$ cat src/rtl/core/soa_ram.sv
// Generic single-port-write, single-port-read RAM with registered read.
module soa_ram #(
  parameter int WIDTH = 8,
  parameter int DEPTH = 16
) (
  input  logic                     clk,
  input  logic                     we,
  input  logic [$clog2(DEPTH)-1:0] waddr,
  input  logic [WIDTH-1:0]         wdata,
  input  logic [$clog2(DEPTH)-1:0] raddr,
  output logic [WIDTH-1:0]         rdata
);
  logic [WIDTH-1:0] mem [DEPTH];

  always_ff @(posedge clk) begin
    if (we) begin
      mem[waddr] <= wdata;
    end
    rdata <= mem[raddr];
  end
endmodule

$ cat config.mk
export PLATFORM = sky130hd
export DESIGN_NAME = soa_ram
export DESIGN_NICKNAME = d
export VERILOG_FILES = /design/src/rtl/core/soa_ram.sv
export SDC_FILE = /design/constraint.sdc
export NUM_CORES = 1
export LEC_CHECK = 0
export ABC_AREA = 1
export ABC_CLOCK_PERIOD_IN_PS = 1100
export BUFFER_PORTS_ARGS = -buffer_cell sky130_fd_sc_hd__buf_4
export CORE_ASPECT_RATIO = 2
export CORE_MARGIN = 3
export CORE_UTILIZATION = 55
export CTS_CLUSTER_DIAMETER = 200
export DETAILED_ROUTE_END_ITERATION = 8
export PLACE_DENSITY = 0.83
export SKIP_CTS_REPAIR_TIMING = 1
export SLEW_MARGIN = 20
export SYNTH_ARGS = -nofsm -noshare
export SYNTH_HDL_FRONTEND = slang
export SYNTH_SLANG_ARGS = --single-unit
$ cat constraint.sdc
create_clock -name clk -period 1.1 [get_ports clk]
set_input_delay 0.055 -clock clk [delete_from_list [all_inputs] [get_ports clk]]
set_output_delay 0.055 -clock clk [all_outputs]
set_load 0.1 [all_outputs]
==> flow_summary_export.csv, run 1 <==
group,metric,value,unit
layout,syn2layout_area_growth,17.7,%
logic_synthesis,synth_top_family_by_area,"simple AND/OR/NAND/NOR gates",
timing,max_clock_freq,0.941,GHz
route,firstDrtPassIters,5,
route,drc,0,
logic_synthesis,syn_area_per_cell,10.5,um2
layout,final_layout_size_suffix_gt1_frac,0.139,
logic_synthesis,synth_compound_area_frac,0,
power_and_ir_drop,p_seq_frac,0.492,
logic_synthesis,synthDistinctLibCells,12,
global_routing,antenna_found_initial,0,
timing,hold_ws,-0.00100,ns
power_and_ir_drop,switching_share,0.244,
logic_synthesis,synth_area,5770,um2
place,place_area,6210,um2
cts,clock_latency,0.41,ns
timing,finalCritPeriodShare,0.966,
layout,layout_commonest_cell,"nand2_1",
power_and_ir_drop,irDropWorstVdd,1540,uV
status,status,"finished, violations left",
floorplanning,fp.dieW,78.4,um
status,failed_checks,"hold timing",
floorplanning,io-pin-count,26,
setup_path,slowest_stage,"dfxtp_1",
cts,cts.clk_slew.worst_paths,0.06,ns
power_and_ir_drop,clockPowerShare,0.420,
global_routing,grt_pass1_vias,3880,
floorplanning,die_area,11800,um2
floorplanning,start_util,0.568,
route,vias,3941,
logic_synthesis,yosysWarningCount,0,
timing,skew,0.00973,ns
logic_synthesis,netlist_instances,551,
power_and_ir_drop,pwr-share-comb,0.088,
timing,max_slew_margin,0.813,
logic_synthesis,synth_adder_area_share,0,
layout,mostFrequentLayoutCells,"nand2_1 (173), edfxtp_1 (128), inv_1 (100), nand3_1 (94), buf_4 (40)",
place,place.gp.congestion,0.901,
layout,fillCellCount,796,
setup_path,crit_buf_inv,1,
route,antenna_left,0,
setup_path,path_cells,"buf_6",
route,drt-vias-per-instance,5.29,
route,wl_per_cell,17.1,um
power_and_ir_drop,power-per-cell-area,1750,nW/um2
logic_synthesis,synth_mux_area_frac,0,
global_routing,grtUsageTotal,0.234,
layout,area.sequential,4000,um2
cts,h-tree-depth,4,
power_and_ir_drop,finalPower,11800,uW
power_and_ir_drop,intPower,8960,uW
timing,tns,0,ns
cts,cts_tree,"built",
timing,drv_slew,0,
floorplanning,fp.coreArea,10100,um2
logic_synthesis,synth_xor_xnor_area_share,0,
place,hpwl,8.41,mm
timing,rsz0062_at_grt,"false",
setup_path,required,1.04,ns
setup_path,slowest_delay,0.36,ns
logic_synthesis,ys_ff_latch,136,
power_and_ir_drop,p_leak,0.00297,uW
floorplanning,rows,52,
logic_synthesis,syn_nets,569,
power_and_ir_drop,power.switching,2890,uW
global_routing,grt_max_degree,65,
setup_path,endpoint_kind,"primary output",
timing,final_hold_viol_count,1,
route,drt_wl_total,12.7,mm
worst_hold_path,hp-class,"primary input to flip-flop",
layout,nNetsFinal,615,
logic_synthesis,synthSimpleGateAreaFrac,0.210,
layout,diodes,0,
cts,cts.path.max_buffers,2,
setup_path,path_max_fanout,1,
global_routing,grt_overflow,0,
setup_path,critical_path_class,"flip-flop to primary output",
timing,setup_viol,0,
timing,max_slew.worst_pin.slew,0.280,ns
layout,stdcell_area,6790,um2
setup_path,arrival,1.01,ns
floorplanning,dieHeight,151,um
cts,cts_num_sinks,136,
logic_synthesis,ys_seq_area_frac,0.694,
cts,numCtsBuffers,17,
timing,finalWorstPathRequiredPeriod,1.06,ns
layout,multi_input_area,1230,um2
cts,ctsRootBufferMaster,"clkbuf_16",
setup_path,cp_top_family,"flip-flops",
job,drv_cap,0,
global_routing,grt_pass1_wl,20.0,mm
route,drt_iter0_drc,317,
setup_path,cp-start-kind,"flip-flop",
place,numPortBuffers,25,
==> path summary, 6_finish.rpt <==
check	startpoint	endpoint	slack, ns	cells past startpoint
worst max register to register	mem[5][4]$_DFFE_PP_	rdata[4]$_DFF_P_	0.09	6
worst max-delay path	rdata[6]$_DFF_P_	rdata[6]	0.04	1
worst min register to register	mem[12][2]$_DFFE_PP_	rdata[2]$_DFF_P_	0.67	6
worst min-delay path	wdata[3]	mem[11][3]$_DFFE_PP_	-0.001	1
==> power by group through the flow <==
stage / sequential, uW / clock [uW] / combinational, uW
floorplan: 6170 / 0 / 409
global placement: 5930 / 0 / 996
detailed placement: 5940 / 0 / 1010
CTS: 5830 / 5040 / 1020
global route: 5840 / 5250 / 1120
finish: 5830 / 4980 / 1040
==> sequential cells by signal, summed over array words and instances, names as in the netlist <==
register / flops
rdata: 8
mem: 128
==> through the flow <==
| stage | util | cells | setup slack, ns |
|---|---|---|---|
| floorplan | - | 551 | 0.0942 |
| global placement | 0.612 | 711 | 0.000190 |
| detailed placement | 0.612 | 711 | 0.00493 |
| CTS | 0.664 | 743 | -0.0210 |
| global route | 0.669 | 745 | 0.00846 |
| finish | 0.669 | 745 | 0.0370 |
==> cells in the mapped netlist <==
master    instances  area (um2)
buf_1             1        3.75
buf_2            13        65.1
buf_4             4        30.0
buf_6             6        67.6
dfxtp_1           8         160
edfxtp_1        128        3840
inv_1           100         375
inv_2             2        7.51
nand2_1         173         649
nand3_1          97         485
nand3b_1          2        15.0
nor2_1           17        63.8
==> layer usage <==
metal	track usage	wire (um)
met5	0	0
met4	0.150	517
met3	0.0435	762
met2	0.416	7000
met1	0.252	4440
==> cell families after synthesis <==
logic type,Yosys count
AND/OR/NAND/NOR,289
flip-flops,136
buffers and inverters,126
==> final cells by class <==
| class | instances | area share |
|---|---|---|
| clock buffers | 17 | 0.0627 |
| clock inverters | 15 | 0.0155 |
| inverters | 102 | 0.0564 |
| multi-input cells | 289 | 0.181 |
| flip-flops and latches | 136 | 0.590 |
| well taps | 135 | 0.0249 |
| repair buffers | 51 | 0.0698 |
Power figures use the tool's default switching activity.
==> run 2, diff against run 1 <==
--- a/config.mk
+++ b/config.mk
@@ -5,15 +5,14 @@
 export SDC_FILE = /design/constraint.sdc
 export NUM_CORES = 1
 export LEC_CHECK = 0
-export ABC_AREA = 1
 export ABC_CLOCK_PERIOD_IN_PS = 1100
 export BUFFER_PORTS_ARGS = -buffer_cell sky130_fd_sc_hd__buf_4
 export CORE_ASPECT_RATIO = 2
-export CORE_MARGIN = 3
-export CORE_UTILIZATION = 55
+export CORE_MARGIN = 5
+export CORE_UTILIZATION = 54
 export CTS_CLUSTER_DIAMETER = 200
 export DETAILED_ROUTE_END_ITERATION = 8
-export PLACE_DENSITY = 0.83
+export PLACE_DENSITY = 0.82
 export SKIP_CTS_REPAIR_TIMING = 1
 export SLEW_MARGIN = 20
 export SYNTH_ARGS = -nofsm -noshare
==> flow_summary_export.csv, run 2 <==
group,metric,value,unit
cts,cts.clk_slew.worst_paths,0.06,ns
route,drt-vias-per-instance,5.97,
timing,worst_slack,-0.150,ns
floorplanning,rows,50,
layout,layout_commonest_cell,"edfxtp_1",
setup_path,arrival,1.54,ns
setup_path,path_max_fanout,1,
place,place.gp.congestion,0.856,
power_and_ir_drop,p_leak,0.00217,uW
logic_synthesis,ys_ff_latch,136,
floorplanning,dieHeight,148,um
logic_synthesis,synth_most_common_cell,"edfxtp_1",
logic_synthesis,synthTopCellsByArea,"edfxtp_1 (75%), mux4_2 (7.9%), mux4_1 (7.1%), dfxtp_1 (3.1%), a22oi_1 (2.3%)",
setup_path,reg2reg_to,"rdata[2]$_DFF_P_",
power_and_ir_drop,finalPower,12000,uW
worst_hold_path,hp-class,"primary input to flip-flop",
logic_synthesis,synth_commonest_cells,"edfxtp_1 (128), mux4_2 (18), a22oi_1 (16), mux4_1 (14), nor2_1 (13)",
route,wl_per_cell,23.9,um
timing,finalCritPeriodShare,1.14,
cts,numCtsBuffers,17,
timing,max_clock_freq,0.800,GHz
logic_synthesis,async_flop_share,0,
logic_synthesis,ys_seq_area_frac,0.778,
timing,hold_ws,0.149,ns
cts,h-tree-depth,4,
route,firstDrtPassIters,4,
job,drv_cap,0,
cts,clock_latency,0.41,ns
layout,fillCellCount,532,
setup_path,reg2reg_from,"mem[3][2]$_DFFE_PP_",
logic_synthesis,synthDistinctLibCells,19,
timing,finalWorstPathRequiredPeriod,1.25,ns
worst_hold_path,hold_depth,3,
floorplanning,start_util,0.552,
layout,final_layout_size_suffix_gt1_frac,0.425,
logic_synthesis,synth_edf_count,128,
layout,largest_register_ffs,128,
logic_synthesis,synth_top_area_share,0.747,
layout,top_regs,"mem x128, rdata x8",
route,drc,0,
global_routing,grt_max_degree,17,
worst_hold_path,min_to,"mem[0][5]$_DFFE_PP_",
cts,cts.path.max_buffers,2,
logic_synthesis,netlist_instances,229,
power_and_ir_drop,power-per-cell-area,1880,nW/um2
cts,cts_tree,"built",
layout,final_util,0.684,
layout,largest_register,"mem",
status,status,"finished, violations left",
route,drt_iter0_drc,265,
place,numPortBuffers,25,
power_and_ir_drop,irDropWorstVdd,1230,uV
timing,max_slew_margin,0.334,
layout,nNetsFinal,321,
setup_path,cp-start-kind,"flip-flop",
layout,syn2layout_area_growth,23.9,%
cts,cts_num_sinks,136,
route,drt_wl_total,10.0,mm
worst_hold_path,min_from,"waddr[1]",
setup_path,required,1.39,ns
cts,ctsRootBufferMaster,"clkbuf_16",
timing,setup_viol,8,
route,vias,2500,
timing,rsz0062_at_grt,"true",
place,hpwl,6.99,mm
setup_path,endpoint_kind,"flip-flop",
global_routing,grtUsageTotal,0.192,
logic_synthesis,synth_area,5150,um2
timing,skew,0.00463,ns
global_routing,grt_pass1_wl,15.7,mm
logic_synthesis,syn_area_per_cell,22.5,um2
logic_synthesis,yosysWarningCount,0,
layout,diodes,0,
global_routing,antenna_found_initial,0,
global_routing,grt_pass1_vias,2740,
timing,drv_slew,0,
logic_synthesis,syn_nets,247,
layout,mostFrequentLayoutCells,"edfxtp_1 (128), buf_4 (46), mux4_2 (32), clkbuf_16 (17), a22oi_2 (11)",
timing,max_slew.worst_pin.slew,0.995,ns
floorplanning,die_area,11700,um2
floorplanning,fp.dieW,79.0,um
floorplanning,fp.coreArea,9320,um2
logic_synthesis,synthFlopType,"edfxtp_1",
global_routing,grt_overflow,0,
setup_path,r2r_slack,-0.15,ns
logic_synthesis,post-synth-top-area-cell,"edfxtp_1",
route,antenna_left,0,
setup_path,critical_path_class,"flip-flop to flip-flop",
timing,final_hold_viol_count,0,
floorplanning,io-pin-count,26,
setup_path,reg2reg_depth,3,
status,failed_checks,"setup timing",
==> run 2: area by class of cell <==
class / instances / area, um2 / share of cell area
Tap cell: 104 / 130 / 0.0204
Clock buffer: 20 / 437 / 0.0685
Timing Repair Buffer: 65 / 602 / 0.0944
Multi-Input combinational cell: 83 / 1100 / 0.172
Sequential cell: 136 / 4010 / 0.628
Clock inverter: 11 / 108 / 0.0169
==> run 2: critical path: stages (launching register included) <==
cell and delay [ns]:
edfxtp_1 0.36, mux4_2 0.49, a22oi_2 0.19, nand2_1 0.09
==> run 2: stage by stage <==
step / instances / setup TNS (ns) / setup WS (ns) / instance area (um2)
floorplan: 229 / -0.741 / -0.0696 / 5180
global placement: 380 / -10.96 / -0.247 / 5680
detailed placement: 380 / -14.42 / -0.309 / 5680
CTS: 411 / -1.55 / -0.229 / 6220
global route: 419 / -1.54 / -0.207 / 6380
finish: 419 / -1.07 / -0.150 / 6380
==> run 2: power by group <==
group | switching [uW] | internal (uW)
sequential | 44.9 | 5800
combinational | 583 | 369
clock | 1930 | 3280
total | 2560 | 9450
==> run 2: metal layers <==
metal	GRT usage	wire length [um]	vias up
met5	0	0	-
met4	0.0929	235	0
li1	-	-	1105
met2	0.331	5660	84
met3	0.0479	402	21
met1	0.220	3700	1290
==> run 2: logic make-up (layout without fill, tap and decap cells) <==
logic type             count (synthesis)  count (layout)  synth area share
buffers and inverters                 10              96            0.0168
multiplexers                          32              32             0.150
AND/OR/NAND/NOR                       35              35            0.0318
flip-flops                           136             136             0.778
AO/OA/AOI/OAI                         16              16            0.0233
==> run 2: worst max-delay path by stage <==
stage                              startpoint                to  slack (ns)  cells after the start
after floorplan                      raddr[0]  rdata[5]$_DFF_P_       -0.07                      5
after global placement               raddr[0]  rdata[3]$_DFF_P_       -0.25                      5
after detailed placement             raddr[0]  rdata[5]$_DFF_P_       -0.31                      5
after CTS                 mem[5][2]$_DFFE_PP_  rdata[2]$_DFF_P_       -0.23                      3
after global routing      mem[1][2]$_DFFE_PP_  rdata[2]$_DFF_P_       -0.21                      3
final                     mem[3][2]$_DFFE_PP_  rdata[2]$_DFF_P_       -0.15                      3
==> run 3, diff against run 2 <==
--- a/config.mk
+++ b/config.mk
@@ -6,13 +6,13 @@
 export NUM_CORES = 1
 export LEC_CHECK = 0
 export ABC_CLOCK_PERIOD_IN_PS = 1100
-export BUFFER_PORTS_ARGS = -buffer_cell sky130_fd_sc_hd__buf_4
 export CORE_ASPECT_RATIO = 2
 export CORE_MARGIN = 5
-export CORE_UTILIZATION = 54
+export CORE_UTILIZATION = 55
 export CTS_CLUSTER_DIAMETER = 200
 export DETAILED_ROUTE_END_ITERATION = 8
-export PLACE_DENSITY = 0.82
+export DONT_BUFFER_PORTS = 1
+export PLACE_DENSITY = 0.81
 export SKIP_CTS_REPAIR_TIMING = 1
 export SLEW_MARGIN = 20
 export SYNTH_ARGS = -nofsm -noshare
==> flow_summary_export.csv, run 3 (synthesis gave the netlist of run 2 again) <==
group,metric,value,unit
global_routing,grt_overflow,0,
global_routing,grtUsageMet1,0.192,
global_routing,grt_pass1_vias,2578,
setup_path,cp-start-kind,"flip-flop",
layout,largest_register,"mem",
cts,ctsRootBufferMaster,"clkbuf_16",
timing,setup_viol,8,
power_and_ir_drop,irDropWorstVdd,1320,uV
cts,cts.path.max_buffers,2,
route,drt_wl_total,9.94,mm
timing,skew,0.00494,ns
cts,h-tree-depth,4,
floorplanning,die_area,11500,um2
timing,finalWorstPathRequiredPeriod,1.26,ns
status,failed_checks,"hold timing, setup timing",
layout,layout_commonest_cell,"edfxtp_1",
layout,syn2layout_area_growth,19.2,%
timing,worst_slack,-0.164,ns
global_routing,top_usage_layer,"met2",
layout,multi_input_area,1080,um2
layout,stdcell_area,6130,um2
cts,cts_num_sinks,136,
timing,max_slew.worst_pin.slew,0.914,ns
place,hpwl,6.33,mm
setup_path,path_max_fanout,1,
route,drt-vias-per-instance,6.11,
place,numPortBuffers,0,
place,post-place-cells,353,
setup_path,r2r_slack,-0.16,ns
layout,nNetsFinal,296,
floorplanning,fp.dieW,78.4,um
setup_path,critical_path_class,"flip-flop to flip-flop",
timing,rsz0062_at_grt,"true",
layout,fillCellCount,570,
job,drv_cap,0,
place,place_area,5430,um2
layout,fin_cells,394,
timing,hold_ws,-0.0431,ns
route,firstDrtPassIters,4,
layout,area.sequential,4000,um2
floorplanning,dieHeight,147,um
route,drt_iter0_drc,180,
layout,largest_register_ffs,128,
place,dp_slack,-0.187,ns
global_routing,grt_max_degree,33,
route,antenna_left,0,
route,vias,2409,
setup_path,arrival,1.54,ns
timing,max_clock_freq,0.791,GHz
timing,drv_slew,0,
global_routing,antenna_found_initial,0,
global_routing,grt_pass1_wl,14.8,mm
layout,final_layout_size_suffix_gt1_frac,0.355,
cts,cts_tree,"built",
layout,diodes,0,
floorplanning,io-pin-count,26,
timing,tns,-1.10,ns
timing,final_hold_viol_count,4,
route,drc,0,
power_and_ir_drop,p_leak,0.00203,uW
global_routing,grt_use_met3,0.0632,
timing,finalCritPeriodShare,1.15,
timing,max_slew_margin,0.388,
power_and_ir_drop,power-per-cell-area,1960,nW/um2
global_routing,grtUsageMet2,0.334,
cts,cts.clk_slew.worst_paths,0.05,ns
layout,mostFrequentLayoutCells,"edfxtp_1 (128), mux4_2 (32), buf_4 (24), clkbuf_16 (17)",
worst_hold_path,hold_depth,3,
cts,clock_latency,0.41,ns
route,wl_per_cell,25.2,um
cts,numCtsBuffers,17,
setup_path,endpoint_kind,"flip-flop",
worst_hold_path,hp-class,"primary input to flip-flop",
global_routing,grtUsageTotal,0.187,
setup_path,required,1.38,ns
place,place.gp.congestion,0.766,
layout,top_regs,"mem x128, rdata x8",
status,status,"finished, violations left",
setup_path,reg2reg_depth,3,
floorplanning,start_util,0.556,
floorplanning,rows,50,
floorplanning,fp.coreArea,9260,um2
## run 3: cell types whose count changed in the layout (fill, tap and decap cells not counted), moves of 2 or more
cell	before	now
buf_4	46	24
buf_12	6	1
a22oi_1	5	9
a22oi_2	11	7
dlygate4sd3_1	8	10
## run 3: final cells by class
| cell class | instances | share of cell area |
|---|---|---|
| multi-input combinational | 83 | 0.175 |
| tap | 104 | 0.0212 |
| clock inverter | 12 | 0.0218 |
| timing repair buffer | 40 | 0.0581 |
| clock buffer | 19 | 0.0706 |
| sequential | 136 | 0.653 |
## run 3: worst max-delay path, stage by stage, from the launching register on
cell and delay [ns]:
edfxtp_1 0.37, mux4_2 0.47, a22oi_2 0.18, nand2_1 0.12
## run 3: where the power goes
group          internal, uW  switching (uW)
combinational           278             488
clock                  3500            1920
sequential             5800            38.3
total                  9570            2450
## run 3: routing by layer
| layer | vias to the layer above | routed length, um |
|---|---|---|
| met3 | 17 | 459 |
| met2 | 75 | 5760 |
| met4 | 0 | 223 |
| met1 | 1254 | 3510 |
| li1 | 1063 | - |
| met5 | - | 0 |
## run 3: stage by stage
step	util	hold WS, ns	power [uW]
6_report	0.662	-0.0431	12000
5_1_grt	0.662	-0.0514	12400
4_1_cts	0.647	-0.281	12000
3_5_place_dp	0.586	0.155	6580
3_3_place_gp	0.586	0.155	6560
2_1_floorplan	-	0.154	6500
## run 3: final timing paths
kind / from / to
worst max-delay path: mem[1][6]$_DFFE_PP_ / rdata[6]$_DFF_P_
worst min-delay path: raddr[1] / rdata[0]$_DFF_P_
worst max register to register: mem[1][6]$_DFFE_PP_ / rdata[6]$_DFF_P_
worst min register to register: mem[12][3]$_DFFE_PP_ / rdata[3]$_DFF_P_
